--- src/sv/ipsp_pkg.sv ---
// Shared types, codes and constants of the IPS patch stream parser.
`timescale 1ns / 1ps

package ipsp_pkg;

    localparam int SIZE_W   = 25;
    localparam int OFFS_W   = 24;
    localparam int LEN_W    = 16;
    localparam int BYTE_W   = 8;
    localparam int FBC_W    = 3;
    localparam int KIND_W   = 2;
    localparam int ERR_W    = 3;
    localparam int DATA_W   = 32;
    localparam int ADDR_W   = 3;
    localparam int REG_IDX_W = ADDR_W - 2;

    localparam int OUT_FIFO_DEPTH = 4;

    // Register indexes
    localparam logic [REG_IDX_W-1:0] REG_ORIGINAL_SIZE = 1'b0;

    // Field lengths in bytes
    localparam logic [FBC_W-1:0] HDR_BYTES    = 3'd5;
    localparam logic [FBC_W-1:0] HDR_LAST_IDX = 3'd4;
    localparam logic [FBC_W-1:0] OFFS_BYTES   = 3'd3;
    localparam logic [FBC_W-1:0] LEN_BYTES    = 3'd2;

    localparam logic [OFFS_W-1:0] EOF_MARK = 24'h454F46;

    // Result kinds
    localparam logic [KIND_W-1:0] KIND_WRITE = 2'd0;
    localparam logic [KIND_W-1:0] KIND_DONE  = 2'd1;
    localparam logic [KIND_W-1:0] KIND_FAIL  = 2'd2;

    // Error codes
    localparam logic [ERR_W-1:0] ERR_HEADER   = 3'd0;
    localparam logic [ERR_W-1:0] ERR_OFFSET   = 3'd1;
    localparam logic [ERR_W-1:0] ERR_LENGTH   = 3'd2;
    localparam logic [ERR_W-1:0] ERR_RUNCOUNT = 3'd3;
    localparam logic [ERR_W-1:0] ERR_DATA     = 3'd4;

    typedef enum logic [6:0] {
        PH_HEADER   = 7'b0000001,
        PH_OFFSET   = 7'b0000010,
        PH_LENGTH   = 7'b0000100,
        PH_RUNCOUNT = 7'b0001000,
        PH_VALUE    = 7'b0010000,
        PH_DATA     = 7'b0100000,
        PH_DONE     = 7'b1000000
    } phase_t;

    typedef struct packed {
        logic [KIND_W-1:0] kind;
        logic [SIZE_W-1:0] address;
        logic [BYTE_W-1:0] data;
        logic [LEN_W-1:0]  count;
        logic [SIZE_W-1:0] new_size;
        logic [ERR_W-1:0]  error_code;
        logic              last;
    } result_t;

    // Up to two results per byte beat: a write, then a status
    typedef struct packed {
        logic    wr_valid;
        logic    st_valid;
        result_t wr;
        result_t st;
    } push_t;

    // "PATCH"
    function automatic logic [BYTE_W-1:0] ipsp_magic(input logic [FBC_W-1:0] idx);
        logic [BYTE_W-1:0] b;
        case (idx)
            3'd0:    b = 8'h50;
            3'd1:    b = 8'h41;
            3'd2:    b = 8'h54;
            3'd3:    b = 8'h43;
            3'd4:    b = 8'h48;
            default: b = 8'h00;
        endcase
        return b;
    endfunction

endpackage

--- src/sv/ipsp_parse.sv ---
// Byte-level parse step: record state registers and result generation.
`timescale 1ns / 1ps

module ipsp_parse (
    input  logic                         clk,
    input  logic                         rst_n,
    input  logic [ipsp_pkg::SIZE_W-1:0]  original_size,
    input  logic                         accept,
    input  logic [ipsp_pkg::BYTE_W-1:0]  patch_byte,
    input  logic                         end_of_patch,
    output ipsp_pkg::push_t              push
);
    import ipsp_pkg::*;

    phase_t            phase_reg, phase_next;
    logic [FBC_W-1:0]  fbc_reg, fbc_next;
    logic [OFFS_W-1:0] offset_reg, offset_next;
    logic [LEN_W-1:0]  length_reg, length_next;
    logic [LEN_W-1:0]  remain_reg, remain_next;
    logic [SIZE_W-1:0] wptr_reg, wptr_next;
    logic [SIZE_W-1:0] size_reg, size_next;

    logic [FBC_W-1:0]  fbc_inc;
    logic [OFFS_W-1:0] off_shift;
    logic [LEN_W-1:0]  len_shift;
    logic [LEN_W-1:0]  remain_dec;
    logic [SIZE_W-1:0] end_sum;
    logic [SIZE_W-1:0] grown_size;
    logic              is_len;

    logic              wr_v, st_v;
    logic [SIZE_W-1:0] wr_addr;
    logic [LEN_W-1:0]  wr_count;
    logic [KIND_W-1:0] st_kind;
    logic [ERR_W-1:0]  st_err;
    logic [SIZE_W-1:0] st_size;

    assign fbc_inc    = fbc_reg + 3'd1;
    assign off_shift  = (fbc_reg == '0) ? {16'h0000, patch_byte}
                                        : {offset_reg[15:0], patch_byte};
    assign len_shift  = (fbc_reg == '0) ? {8'h00, patch_byte}
                                        : {length_reg[7:0], patch_byte};
    assign remain_dec = remain_reg - 16'd1;
    assign end_sum    = {1'b0, offset_reg} + {9'h000, len_shift};
    assign grown_size = (end_sum > size_reg) ? end_sum : size_reg;
    assign is_len     = (phase_reg == PH_LENGTH);

    always_comb
    begin
        phase_next  = phase_reg;
        fbc_next    = fbc_reg;
        offset_next = offset_reg;
        length_next = length_reg;
        remain_next = remain_reg;
        wptr_next   = wptr_reg;
        size_next   = size_reg;
        wr_v        = 1'b0;
        wr_addr     = '0;
        wr_count    = '0;
        st_v        = 1'b0;
        st_kind     = KIND_DONE;
        st_err      = '0;
        st_size     = '0;

        if (accept)
        begin
            case (phase_reg)
                PH_HEADER:
                begin
                    if (fbc_reg == '0)
                        size_next = original_size;
                    if (fbc_reg > HDR_LAST_IDX || patch_byte != ipsp_magic(fbc_reg))
                    begin
                        st_v       = 1'b1;
                        st_kind    = KIND_FAIL;
                        st_err     = ERR_HEADER;
                        phase_next = PH_DONE;
                    end
                    else
                    begin
                        fbc_next = fbc_inc;
                        if (fbc_inc == HDR_BYTES)
                        begin
                            fbc_next   = '0;
                            phase_next = PH_OFFSET;
                            if (end_of_patch)
                            begin
                                st_v    = 1'b1;
                                st_kind = KIND_DONE;
                                st_size = size_reg;
                            end
                        end
                        else if (end_of_patch)
                        begin
                            st_v    = 1'b1;
                            st_kind = KIND_FAIL;
                            st_err  = ERR_HEADER;
                        end
                    end
                end

                PH_OFFSET:
                begin
                    offset_next = off_shift;
                    fbc_next    = fbc_inc;
                    if (fbc_inc < OFFS_BYTES)
                    begin
                        if (end_of_patch)
                        begin
                            st_v    = 1'b1;
                            st_kind = KIND_FAIL;
                            st_err  = ERR_OFFSET;
                        end
                    end
                    else
                    begin
                        fbc_next = '0;
                        if (off_shift == EOF_MARK)
                        begin
                            st_v       = 1'b1;
                            st_kind    = KIND_DONE;
                            st_size    = size_reg;
                            phase_next = PH_DONE;
                        end
                        else
                        begin
                            phase_next = PH_LENGTH;
                            if (end_of_patch)
                            begin
                                st_v    = 1'b1;
                                st_kind = KIND_FAIL;
                                st_err  = ERR_LENGTH;
                            end
                        end
                    end
                end

                PH_LENGTH, PH_RUNCOUNT:
                begin
                    length_next = len_shift;
                    fbc_next    = fbc_inc;
                    if (fbc_inc < LEN_BYTES)
                    begin
                        if (end_of_patch)
                        begin
                            st_v    = 1'b1;
                            st_kind = KIND_FAIL;
                            st_err  = is_len ? ERR_LENGTH : ERR_RUNCOUNT;
                        end
                    end
                    else
                    begin
                        fbc_next = '0;
                        if (is_len && len_shift == '0)
                        begin
                            // zero length: fill record follows
                            phase_next = PH_RUNCOUNT;
                            if (end_of_patch)
                            begin
                                st_v    = 1'b1;
                                st_kind = KIND_FAIL;
                                st_err  = ERR_RUNCOUNT;
                            end
                        end
                        else if (is_len)
                        begin
                            size_next   = grown_size;
                            wptr_next   = {1'b0, offset_reg};
                            remain_next = len_shift;
                            phase_next  = PH_DATA;
                            if (end_of_patch)
                            begin
                                st_v    = 1'b1;
                                st_kind = KIND_FAIL;
                                st_err  = ERR_DATA;
                            end
                        end
                        else
                        begin
                            size_next  = grown_size;
                            phase_next = PH_VALUE;
                            if (end_of_patch)
                            begin
                                st_v = 1'b1;
                                if (len_shift == '0)
                                begin
                                    st_kind = KIND_DONE;
                                    st_size = grown_size;
                                end
                                else
                                begin
                                    st_kind = KIND_FAIL;
                                    st_err  = ERR_DATA;
                                end
                            end
                        end
                    end
                end

                PH_VALUE:
                begin
                    // empty run count emits nothing but still eats the value byte
                    if (length_reg != '0)
                    begin
                        wr_v     = 1'b1;
                        wr_addr  = {1'b0, offset_reg};
                        wr_count = length_reg;
                    end
                    phase_next = PH_OFFSET;
                    if (end_of_patch)
                    begin
                        st_v    = 1'b1;
                        st_kind = KIND_DONE;
                        st_size = size_reg;
                    end
                end

                PH_DATA:
                begin
                    wr_v        = 1'b1;
                    wr_addr     = wptr_reg;
                    wr_count    = 16'd1;
                    wptr_next   = wptr_reg + 25'd1;
                    remain_next = remain_dec;
                    if (remain_dec == '0)
                    begin
                        phase_next = PH_OFFSET;
                        if (end_of_patch)
                        begin
                            st_v    = 1'b1;
                            st_kind = KIND_DONE;
                            st_size = size_reg;
                        end
                    end
                    else if (end_of_patch)
                    begin
                        st_v    = 1'b1;
                        st_kind = KIND_FAIL;
                        st_err  = ERR_DATA;
                    end
                end

                PH_DONE:
                begin
                    phase_next = PH_DONE;
                end

                default:
                begin
                    phase_next = PH_HEADER;
                end
            endcase

            if (st_v)
                phase_next = PH_DONE;

            // the flagged byte always rearms for a new header
            if (end_of_patch)
            begin
                phase_next = PH_HEADER;
                fbc_next   = '0;
            end
        end
    end

    always_comb
    begin
        push.wr_valid      = wr_v;
        push.st_valid      = st_v;
        push.wr.kind       = KIND_WRITE;
        push.wr.address    = wr_addr;
        push.wr.data       = patch_byte;
        push.wr.count      = wr_count;
        push.wr.new_size   = '0;
        push.wr.error_code = '0;
        push.wr.last       = ~st_v;
        push.st.kind       = st_kind;
        push.st.address    = '0;
        push.st.data       = '0;
        push.st.count      = '0;
        push.st.new_size   = st_size;
        push.st.error_code = st_err;
        push.st.last       = 1'b1;
    end

    always_ff @(posedge clk or negedge rst_n)
    begin
        if (!rst_n)
        begin
            phase_reg  <= PH_HEADER;
            fbc_reg    <= '0;
            offset_reg <= '0;
            length_reg <= '0;
            remain_reg <= '0;
            wptr_reg   <= '0;
            size_reg   <= '0;
        end
        else
        begin
            phase_reg  <= phase_next;
            fbc_reg    <= fbc_next;
            offset_reg <= offset_next;
            length_reg <= length_next;
            remain_reg <= remain_next;
            wptr_reg   <= wptr_next;
            size_reg   <= size_next;
        end
    end

endmodule

--- src/sv/ipsp_out_fifo.sv ---
// Result queue: takes up to two results per cycle, delivers one per cycle while out_ready is high.
`timescale 1ns / 1ps

module ipsp_out_fifo #(
    parameter int DEPTH = ipsp_pkg::OUT_FIFO_DEPTH
) (
    input  logic                 clk,
    input  logic                 rst_n,
    input  ipsp_pkg::push_t      push,
    output logic                 room,
    output logic                 out_valid,
    input  logic                 out_ready,
    output ipsp_pkg::result_t    head
);
    import ipsp_pkg::*;

    localparam int PTR_W = (DEPTH > 1) ? $clog2(DEPTH) : 1;
    localparam int CNT_W = $clog2(DEPTH + 1);

    result_t            mem [DEPTH];
    logic [PTR_W-1:0]   wr_ptr_reg, wr_ptr_next;
    logic [PTR_W-1:0]   rd_ptr_reg, rd_ptr_next;
    logic [CNT_W-1:0]   cnt_reg, cnt_next;
    logic [PTR_W-1:0]   wr_ptr_1;
    logic               first_v, both_v, pop;
    result_t            first;
    logic [CNT_W-1:0]   n_push;

    function automatic logic [PTR_W-1:0] ptr_inc(input logic [PTR_W-1:0] p);
        return (p == PTR_W'(DEPTH - 1)) ? '0 : p + PTR_W'(1);
    endfunction

    assign first_v  = push.wr_valid | push.st_valid;
    assign both_v   = push.wr_valid & push.st_valid;
    assign first    = push.wr_valid ? push.wr : push.st;
    assign wr_ptr_1 = ptr_inc(wr_ptr_reg);
    assign n_push   = CNT_W'(push.wr_valid) + CNT_W'(push.st_valid);
    assign pop      = out_valid & out_ready;

    assign out_valid = (cnt_reg != '0);
    assign head      = mem[rd_ptr_reg];
    // a byte beat may bring two results
    assign room      = (cnt_reg <= CNT_W'(DEPTH - 2));

    always_comb
    begin
        wr_ptr_next = wr_ptr_reg;
        if (both_v)
            wr_ptr_next = ptr_inc(wr_ptr_1);
        else if (first_v)
            wr_ptr_next = wr_ptr_1;
        rd_ptr_next = pop ? ptr_inc(rd_ptr_reg) : rd_ptr_reg;
        cnt_next    = cnt_reg + n_push - CNT_W'(pop);
    end

    always_ff @(posedge clk)
    begin
        if (first_v)
            mem[wr_ptr_reg] <= first;
        if (both_v)
            mem[wr_ptr_1] <= push.st;
    end

    always_ff @(posedge clk or negedge rst_n)
    begin
        if (!rst_n)
        begin
            wr_ptr_reg <= '0;
            rd_ptr_reg <= '0;
            cnt_reg    <= '0;
        end
        else
        begin
            wr_ptr_reg <= wr_ptr_next;
            rd_ptr_reg <= rd_ptr_next;
            cnt_reg    <= cnt_next;
        end
    end

endmodule

--- src/sv/ips_patch_stream_parser_unit.sv ---
// Top level of the IPS patch stream parser: config register, parse step, result queue.
// Output: results of a byte beat are queued at its accept edge and reach the output
//   behind any results that are already queued.
// Throughput: one byte beat per cycle; in_ready drops only while the result queue has
//   fewer than two free slots, which a consumer that keeps up never lets happen.
// Reset (rst_n, async, low): parser waits for the header, queue empties, original_size = 0.
`timescale 1ns / 1ps

module ips_patch_stream_parser_unit #(
    parameter int OUT_DEPTH = ipsp_pkg::OUT_FIFO_DEPTH
) (
    input  logic                           clk,
    input  logic                           rst_n,

    // APB-style config port
    input  logic                           psel,
    input  logic                           penable,
    input  logic                           pwrite,
    input  logic [ipsp_pkg::ADDR_W-1:0]    paddr,
    input  logic [ipsp_pkg::DATA_W-1:0]    pwdata,
    output logic [ipsp_pkg::DATA_W-1:0]    prdata,
    output logic                           pready,

    // patch byte beats
    input  logic                           in_valid,
    output logic                           in_ready,
    input  logic [ipsp_pkg::BYTE_W-1:0]    patch_byte,
    input  logic                           end_of_patch,

    // result beats
    output logic                           out_valid,
    input  logic                           out_ready,
    output logic [ipsp_pkg::KIND_W-1:0]    kind,
    output logic [ipsp_pkg::SIZE_W-1:0]    address,
    output logic [ipsp_pkg::BYTE_W-1:0]    data,
    output logic [ipsp_pkg::LEN_W-1:0]     count,
    output logic [ipsp_pkg::SIZE_W-1:0]    new_size,
    output logic [ipsp_pkg::ERR_W-1:0]     error_code,
    output logic                           last
);
    import ipsp_pkg::*;

    logic [SIZE_W-1:0]    orig_size_reg;
    logic [REG_IDX_W-1:0] reg_idx;
    logic                 cfg_wr;
    logic                 accept;
    logic                 room;
    push_t                push;
    result_t              head;

    // --- config register --------------------------------------------------
    assign pready  = 1'b1;
    assign reg_idx = paddr[ADDR_W-1:2];
    assign cfg_wr  = psel & penable & pwrite & pready & (reg_idx == REG_ORIGINAL_SIZE);

    always_comb
    begin
        prdata = '0;
        if (reg_idx == REG_ORIGINAL_SIZE)
            prdata = {{(DATA_W - SIZE_W){1'b0}}, orig_size_reg};
    end

    always_ff @(posedge clk or negedge rst_n)
    begin
        if (!rst_n)
            orig_size_reg <= '0;
        else if (cfg_wr)
            orig_size_reg <= pwdata[SIZE_W-1:0];
    end

    // --- input handshake --------------------------------------------------
    // Ready depends only on queue fill, not on parser phase: a new byte
    // goes in every cycle while the consumer keeps up.
    assign in_ready = room;
    assign accept   = in_valid & in_ready;

    // --- one parse step per accepted byte beat ----------------------------
    ipsp_parse u_parse (
        .clk           (clk),
        .rst_n         (rst_n),
        .original_size (orig_size_reg),
        .accept        (accept),
        .patch_byte    (patch_byte),
        .end_of_patch  (end_of_patch),
        .push          (push)
    );

    // --- result queue: write run first, then finish/fail status -----------
    ipsp_out_fifo #(
        .DEPTH (OUT_DEPTH)
    ) u_out_fifo (
        .clk       (clk),
        .rst_n     (rst_n),
        .push      (push),
        .room      (room),
        .out_valid (out_valid),
        .out_ready (out_ready),
        .head      (head)
    );

    assign kind       = head.kind;
    assign address    = head.address;
    assign data       = head.data;
    assign count      = head.count;
    assign new_size   = head.new_size;
    assign error_code = head.error_code;
    assign last       = head.last;

endmodule
--- config.mk ---
export PLATFORM = sky130hd
export DESIGN_NAME = ips_patch_stream_parser_unit
export DESIGN_NICKNAME = d
export VERILOG_FILES = /design/src/sv/ipsp_pkg.sv /design/src/sv/ipsp_parse.sv /design/src/sv/ipsp_out_fifo.sv /design/src/sv/ips_patch_stream_parser_unit.sv
export SDC_FILE = /design/constraint.sdc
export NUM_CORES = 1
export LEC_CHECK = 0
export BUFFER_PORTS_ARGS = -buffer_cell sky130_fd_sc_hd__buf_2
export CAP_MARGIN = 0
export CORE_UTILIZATION = 30
export CTS_BUF_LIST = sky130_fd_sc_hd__clkbuf_16
export CTS_CLUSTER_SIZE = 25
export DETAILED_ROUTE_END_ITERATION = 10
export SYNTH_ARGS = -nofsm -noshare
export SYNTH_HDL_FRONTEND = slang
export SYNTH_SLANG_ARGS = --single-unit
--- constraint.sdc ---
create_clock -name clk -period 5.55 [get_ports clk]
set_clock_uncertainty 0.1 [all_clocks]
set_input_delay 0.555 -clock clk [delete_from_list [all_inputs] [get_ports clk]]
set_output_delay 0.555 -clock clk [all_outputs]
set_load 0.01 [all_outputs]
## Word-level counts from Yosys, hierarchy flattened

Memory sizes are Yosys's and may differ from the RTL's.
Index checks and enable logic that the tools add are counted.

| cells by class | value |
|---|---|
| add/subtract/negate cells | 10 |
| $lt $le $gt $ge | 5 |
| equal/unequal tests | 26 |
| multiplexer cells | 104 |
| bitwise logic cells | 9 |
| reduce and logical (&&, ||, !) cells | 19 |

Operators by type and width:

| operator | count |
|---|---|
| two-way mux 25 bit | 21 |
| case mux 25 bit (2 select lines) | 3 |
| case mux 25 bit (5 select lines) | 1 |
| two-way mux 16 bit | 6 |
| two-way mux 80 bit | 1 |
| case mux 16 bit (2 select lines) | 2 |
| two-way mux 7 bit | 9 |
| two-way mux 24 bit | 2 |
| two-way mux 3 bit | 16 |
| case mux 7 bit (6 select lines) | 1 |
| two-way mux 2 bit | 19 |
| case mux 7 bit (5 select lines) | 1 |
| logical NOT 16 bit | 2 |
| adder 24 x 16 -> 25 bit | 1 |
| adder 25 x 1 -> 25 bit, second input constant | 1 |
| greater-than comparator 25 bit | 1 |
| equality test 24 x 23 -> 1 bit, second input constant | 1 |
| case mux 3 bit (3 select lines) | 2 |
| two-way mux 8 bit | 2 |
| nonzero test 16 bit | 1 |
| subtractor 16 x 1 -> 16 bit, second input constant | 1 |
| AND reduction 5 bit | 3 |
| two-way mux 1 bit | 14 |
| != test 4 bit, second input constant | 2 |
| 42 further kinds | 60 |

| storage, ports and cells | value |
|---|---|
| register bits after elaboration | 148 |
| bits in writable memories | 320 |
| input port bits | 51 |
| output and inout port bits | 115 |
| logic and storage cells | 185 |
| memories | 1 |

Memory list:

| name | depth | bits a word | read ports | clocked after memory_dff | wr ports | line | RTL |
|---|---|---|---|---|---|---|---|
| u_out_fifo.mem | 4 | 80 | 1 | 0 | 2 | ipsp_out_fifo.sv:20 | `result_t mem [DEPTH];` |

## Depth between registers and ports, before layout

Gate-level depths: netlist of run 1.

| logic depth | value |
|---|---|
| depth in word-level cells | 13 |
| depth in mapped cells | 26 |
| mapped depth without buffers | 23 |

## Hierarchy

Synthesis of run 1 repeated with hierarchy kept, for this count alone.

| unflattened totals | value |
|---|---|
| cells, all modules | 2145 |
| area total of the unflattened synthesis | 27010.9 um^2 |

By module, submodules not included:

| module | instances | cells an instance | area each (um^2) | sequential area each (um^2) |
|---|---|---|---|---|
| ipsp_out_fifo | 1 | 834 | 16079.2 | 9784.4 |
| ipsp_parse | 1 | 1220 | 9661.8 | 2904.0 |
| ips_patch_stream_parser_unit | 1 | 91 | 1270.0 | 625.6 |

## Worst setup path after synthesis of run 1

No wires, ideal clock.

| timing path | value |
|---|---|
| path kind | register -> register |
| start | reg u_parse.fbc_reg[0] |
| end | mem u_out_fifo.mem[3][27] (netlist bit) (data pin) |
| library setup time | 0.257 ns |
| arrival time | 5.104 ns |
| required time | 5.193 ns |
| slack | 0.089 ns |
| stages on the path, launching flop included | 25 |
| buffers on the path | 3 |
| clock period less this slack | 5.461 ns |
| path through | dfrtp_1 > inv_1 > ha_1 > nand2b_1 > clkbuf_1 > nand2_1 > inv_1 > ha_1 > a21o_1 > nor4_1 > nor4_1 > or2_2 > nand2_1 > xor2_1 > inv_1 > ha_1 > nand3_1 > nor2_1 > inv_1 > nor4_1 > or2_2 > buf_2 > buf_2 > nand2_1 > a32o_1 |

RTL lines:

| element | line | RTL |
|---|---|---|
| start, declared | ipsp_parse.sv:16 | `logic [FBC_W-1:0] fbc_reg, fbc_next;` |
| start signal, assigned | ipsp_parse.sv:301 | `fbc_reg <= fbc_next;` |
| end, declared | ipsp_out_fifo.sv:20 |  |

==> impl_metrics.tcl, run 1 <==
set metrics [dict create \
    clock_latency_ns 0.63 \
    p_sw_share_pct 32.6 \
    design.core.area_um2 77600 \
    final_max_slew_viol_count 0 \
    ir_drop_uv 284 \
    path_clk_slew_ns 0.06 \
    io_pins 166 \
    cts_tree "yes" \
    power_frac_seq_pct 44.5 \
    dpl.hpwl_um 50100 \
    use_met2_pct 29.9 \
    postSynth.asyncResetShare_pct 31.6 \
    drt_iter0_markers 1507 \
    hold_viol_final 0 \
    preCtsSetupSlack_ns 0.000397 \
    fillers 7635 \
    root_buffer "clkbuf_16" \
    vias 18400 \
    pwr-share-comb_pct 22.2 \
    grt-ovfl-total 0 \
    setup_viol_count_final 0 \
    drv_cap 0 \
    critical_path_arrival_ns 5.57 \
    cp_max_fo 7 \
    top_register "u_out_fifo.mem" \
    ys_ff_latch 468 \
    drt-total-wl_um 72100 \
    ys.flop_type "dfxtp_1" \
    dpl_cell_area_um2 25700 \
    power-per-cell-area_nw_per_um2 344 \
    die_h_um 282 \
    htreeDepth 2 \
    yosysMostFrequentCell "a22o_1" \
    min_period_ns 5.33 \
    yosysTopAreaCell "dfxtp_1" \
    total_power_w 0.00949 \
    netlist_area_um2 23600 \
    cts.sinks 468 \
    synth_cells 2130 \
    ys_top_cells_by_count "a22o_1 (231), dfxtp_1 (200), nand2_1 (182)" \
    endpoint_kind "register" \
    drtPass1Iterations 6 \
    die_x_um 282 \
    grt_use_met1_pct 22.9 \
    worstMarginPinSlew_ns 1.02 \
    ys_seq_area_share_pct 48.0 \
    fin_nets 2399 \
    largest_reg_flops 320 \
    worstSetupPathType "register to register" \
    rows 102 \
    status "finished, final reports clean" \
    gr-max-usage-layer "met2" \
    gp_congestion 0.940 \
    power.leakage_nw 10.6 \
    hold_path_class "input port to register" \
    grt_max_degree 87 \
    cellInternalPower_w 0.00639 \
    grt_pass1_vias 18400 \
    synth.avg_cell_area_um2 11.1 \
    power_frac_clock_pct 33.3 \
    critPathRequiredTime_ns 5.79 \
    stdcell_area_um2 27600 \
    synth_edf_count 120 \
    cts_made_buffers 48 \
    yosys_warnings 0 \
    antenna_found_initial 8 \
    grt_pass1_wl_um 110000 \
    grt_usage_pct 17.8 \
    p_switching_w 0.00309 \
    syn2layout_area_growth_pct 17.0 \
    slew_headroom_pct 31.2 \
    wl_per_cell_um 21.4 \
    setup_slack_ns 0.220 \
    startpoint_type "register" \
    ant_nets 0 \
    fmaxAchievable_mhz 188 \
    drc_errors 0 \
    port_buffers 148 \
    netlist.area_leader.share_pct 17.0 \
    dieArea_um2 79600 \
    cts_buffer_depth 3 \
    layout-drive-gt1-share_pct 22.5 \
    yosysUniqueCellTypes 98 \
    start_util_pct 30.4 \
    finalCritPeriodShare_pct 96.0 \
    gr-usage-met3_pct 2.92 \
    viasPerCell 5.46 \
    synth_area_leaders "dfxtp_1 (17%), dfrtp_1 (16%), edfxtp_1 (15%)" \
]
-- placed cells by master (no fill, tap or decap), drive strengths merged, types with 55 or more instances in the layout --
cell / Yosys / final
buf: 55 / 244
a22o: 231 / 231
dfxtp: 200 / 200
nand2: 182 / 182
dfrtp: 147 / 147
nor2: 142 / 142
edfxtp: 120 / 120
o21ai: 111 / 111
a21oi: 107 / 107
mux4: 80 / 80
inv: 66 / 80
ha: 64 / 64
o2bb2ai: 55 / 55
-- worst paths after layout --
| path | slack, ns | to | startpoint | depth (start not counted) |
|---|---|---|---|---|
| max | 0.22 | u_out_fifo.mem[3][27] | u_parse.fbc_reg[1] | 19 |
| min | 0.08 | orig_size_reg[23] | pwdata[23] | 2 |
| max reg2reg | 0.22 | u_out_fifo.mem[3][27] | u_parse.fbc_reg[1] | 19 |
| min reg2reg | 0.35 | u_out_fifo.mem[2][37] | u_out_fifo.mem[2][37] | 2 |
| max in group asynchronous | 3.96 | u_parse.offset_reg[0] | rst_n | 3 |
| min in group asynchronous | 0.46 | orig_size_reg[14] | rst_n | 2 |
-- per-stage QoR --
| stage | utilization (%) | cells | TNS (ns) | hold slack (ns) |
|---|---|---|---|---|
| 3_3_place_gp | 33.1 | 3258 | 0 | 0.331 |
| 5_1_grt | 35.5 | 3362 | -0.112 | 0.0617 |
| 6_report | 35.5 | 3363 | 0 | 0.0771 |
| 3_5_place_dp | 33.1 | 3258 | 0 | 0.338 |
| 4_1_cts | 35.1 | 3350 | 0 | 0.0480 |
| 2_1_floorplan | - | 2136 | 0 | 0.159 |
-- power by group through the flow --
stage	Clock [W]	Sequential, W	Combinational (W)
after floorplan	0	0.00395	0.00157
after global placement	0	0.00427	0.00207
after detailed placement	0	0.00428	0.00209
after CTS	0.00321	0.00422	0.00210
after global routing	0.00335	0.00427	0.00229
final	0.00316	0.00422	0.00211
-- cell type report --
cell class              instances  area [um^2]  area share (%)
clock buffers                  50         1250            4.54
diodes                          2         5.00          0.0182
clock inverters                39          282            1.02
flip-flops and latches        468        11300            41.1
inverters                      66          248           0.899
repair buffers                247         1590            5.77
well taps                    1040         1300            4.72
multi-input cells            1451        11600            41.9
-- what timing repair did --
action	4_1_cts	5_1_grt
buffers inserted	2	9
setup endpoints to repair	74	124
gates resized for setup	0	34
pin swaps	0	6
hold endpoints to repair	53	0
cloned	0	2
hold buffers	1	0
-- layer usage --
metal | vias to the layer above | wire, um
li1 | 8362 | -
met1 | 9205 | 29400
met2 | 642 | 34900
met3 | 148 | 5060
met4 | 12 | 2640
met5 | - | 71
-- worst max-delay path: stages (launching register included) --
cell and delay [ns]:
dfrtp_1 0.40, inv_1 0.12, ha_1 0.19, nand2b_1 0.15, buf_4 0.20, and2_2 0.25, ha_2 0.39, nand4_1 0.22
or4_1 0.62, a21oi_2 0.18, xor2_1 0.21, ha_1 0.28, a21oi_1 0.15, nor2_1 0.06, a2111oi_1 0.33, o21ai_1 0.14
a31oi_2 0.30, or2_4 0.25, nand2_1 0.19, a32o_1 0.32
-- cells by family (layout without fill, tap and decap cells) --
kind of cell	Yosys count	in the layout	synth area share, %
adders and majority gates	66	66	3.57
buffers and inverters	217	402	4.11
xor gates and xnor gates	32	32	1.19
other	2	10	0.0319
muxes	140	140	10.4
DFF	468	468	48.0
and+or+nand+nor	560	560	12.2
AOI/OAI and AO/OA	645	645	20.5
No activity file was read; power rests on OpenSTA's default activity.
==> run 2, diff against run 1 <==
Settings changed: BUFFER_PORTS_ARGS -buffer_cell sky130_fd_sc_hd__buf_2 to -buffer_cell sky130_fd_sc_hd__buf_4, PLACE_DENSITY from default to 0.47.
==> run 2 against run 1 <==
  * Sequential power barely moved
  * Fmax decreased by 0.47%
  * First-iteration DRC count shrank 16%
  * Sequential cell count stayed put
  * Core utilization grew 0.76 points
  * Power rose by 5.6%
  * Combinational power increased by 6%
  * Final cell count increased by 0.27%
  * Critical endpoint is now u_parse.size_reg[20]
==> impl_metrics.tcl, run 2 (same netlist as run 1, synthesis figures left out) <==
set metrics [dict create \
    p_sw_share_pct 32.2 \
    path_cells "inv_1 -> ha_1 -> nand2b_2 -> buf_4 -> nand2_1 -> inv_1 -> ha_1 -> nand4_1 -> or4_4 -> a21oi_1 -> xor2_1 -> ha_1 -> nand4_1 -> inv_1 -> nand4_1 -> nor3_2 -> a31oi_4 -> nor2_4 -> buf_12 -> o21ai_1 -> buf_4 -> a221o_1" \
    setup_slack_ns 0.195 \
    crit_buf_inv 6 \
    pwr-share-comb_pct 22.2 \
    clock_latency_ns 0.62 \
    final_common_cell "buf_4" \
    path_clk_slew_ns 0.07 \
    critPathRequiredTime_ns 5.92 \
    grt-ovfl-total 0 \
    gp_congestion 0.871 \
    startpoint_type "register" \
    hold_viol_final 0 \
    ir_drop_uv 188 \
    power_frac_clock_pct 35.5 \
    grt_usage_pct 19.2 \
    slowest_delay_ns 0.61 \
    status "finished, final reports clean" \
    rows 102 \
    viasPerCell 5.43 \
    p_switching_w 0.00323 \
    io_pins 166 \
    cp_max_fo 8 \
    wl_per_cell_um 23.1 \
    grt_pass1_wl_um 116000 \
    dpl.hpwl_um 52600 \
    power.leakage_nw 10.9 \
    whs_ns 0.0758 \
    design.core.area_um2 77600 \
    dieArea_um2 79600 \
    dp.cells 3265 \
    root_buffer "clkbuf_16" \
    start_util_pct 30.4 \
    min_period_ns 5.35 \
    cpLargestDelayFamily "simple AND/OR/NAND/NOR gates" \
    seqCellArea_um2 11300 \
    die_h_um 282 \
    worst_path_max_delay_cell "or4_4" \
    die_x_um 282 \
    finalCritPeriodShare_pct 96.5 \
    fmaxAchievable_mhz 187 \
    setup_viol_count_final 0 \
    drc_errors 0 \
    drtPass1Iterations 7 \
    power_frac_seq_pct 42.3 \
    slew_headroom_pct 21.1 \
    ant_nets 0 \
    rrSetupSlack_ns 0.20 \
    drt_iter0_markers 1268 \
    worstMarginPinSlew_ns 1.17 \
    num_antenna_cells 0 \
    layout-drive-gt1-share_pct 22.9 \
    final_cells 3372 \
    finalSetupTns_ns 0 \
    largest_reg_flops 320 \
    cts_tree "yes" \
    cts_buffer_depth 3 \
    power-per-cell-area_nw_per_um2 356 \
    cellInternalPower_w 0.00679 \
    worstSetupPathType "register to register" \
    port_buffers 148 \
    final_max_slew_viol_count 0 \
    top_register "u_out_fifo.mem" \
    htreeDepth 2 \
    grt_pass1_vias 18000 \
    hold_path_class "input port to register" \
    cts.sinks 468 \
    final_cell_mix "buf_4 (236), a22o_1 (231), dfxtp_1 (200)" \
    antenna_found_initial 2 \
    fin_nets 2406 \
    drt-total-wl_um 77800 \
    multi_input_area_um2 11500 \
    fillers 7724 \
    endpoint_kind "register" \
    critical_path_arrival_ns 5.72 \
    grt_max_degree 78 \
    drv_cap 0 \
    preCtsSetupSlack_ns 0.130 \
    cts_made_buffers 54 \
    syn2layout_area_growth_pct 19.5 \
    vias 18300 \
]
==> run 2: through the flow <==
stage	power (W)	utilization (%)	area (um^2)
2_1_floorplan	0.00552	-	23600
3_3_place_gp	0.00650	33.7	26200
3_5_place_dp	0.00652	33.7	26200
4_1_cts	0.0101	36.0	27900
5_1_grt	0.0105	36.3	28100
6_report	0.0100	36.3	28100
==> run 2: routing by layer <==
metal	routed length, um	up-vias	global-route usage [%]
li1	-	8387	-
met4	2270	4	6.20
met1	35600	9300	26.9
met3	3810	132	2.80
met2	36000	494	30.3
met5	20	-	0
==> run 2: final cells by class <==
class                           count  area share (%)
Clock buffer                       56            4.98
Inverter                           66           0.880
Sequential cell                   468            40.2
Timing Repair Buffer              247            7.05
Clock inverter                     43            1.28
Multi-Input combinational cell   1452            41.0
Tap cell                         1040            4.62
==> run 2: power by group through the flow <==
stage | Clock (W) | Sequential [W] | Combinational (W)
final | 0.00356 | 0.00423 | 0.00223
after CTS | 0.00366 | 0.00423 | 0.00223
after detailed placement | 0 | 0.00429 | 0.00223
after global placement | 0 | 0.00428 | 0.00222
after global routing | 0.00379 | 0.00428 | 0.00243
after floorplan | 0 | 0.00395 | 0.00157
==> run 2: what timing repair did <==
item | in CTS | in global routing
buffers inserted | 0 | 4
setup endpoints to repair | 0 | 125
endpoints found under the hold margin | 64 | 0
hold buffers | 1 | 0
gates resized for setup | 0 | 29
==> run 2: final timing paths <==
| check | start | end | depth (start not counted) |
|---|---|---|---|
| setup reg to reg | u_parse.fbc_reg[1] | u_parse.size_reg[20] | 22 |
| max in group asynchronous | rst_n | u_parse.fbc_reg[2] | 3 |
| hold reg to reg | u_out_fifo.mem[0][36] | u_out_fifo.mem[0][36] | 2 |
| hold / removal | pwdata[5] | orig_size_reg[5] | 2 |
| min in group asynchronous | rst_n | orig_size_reg[1] | 2 |
| setup / recovery | u_parse.fbc_reg[1] | u_parse.size_reg[20] | 22 |
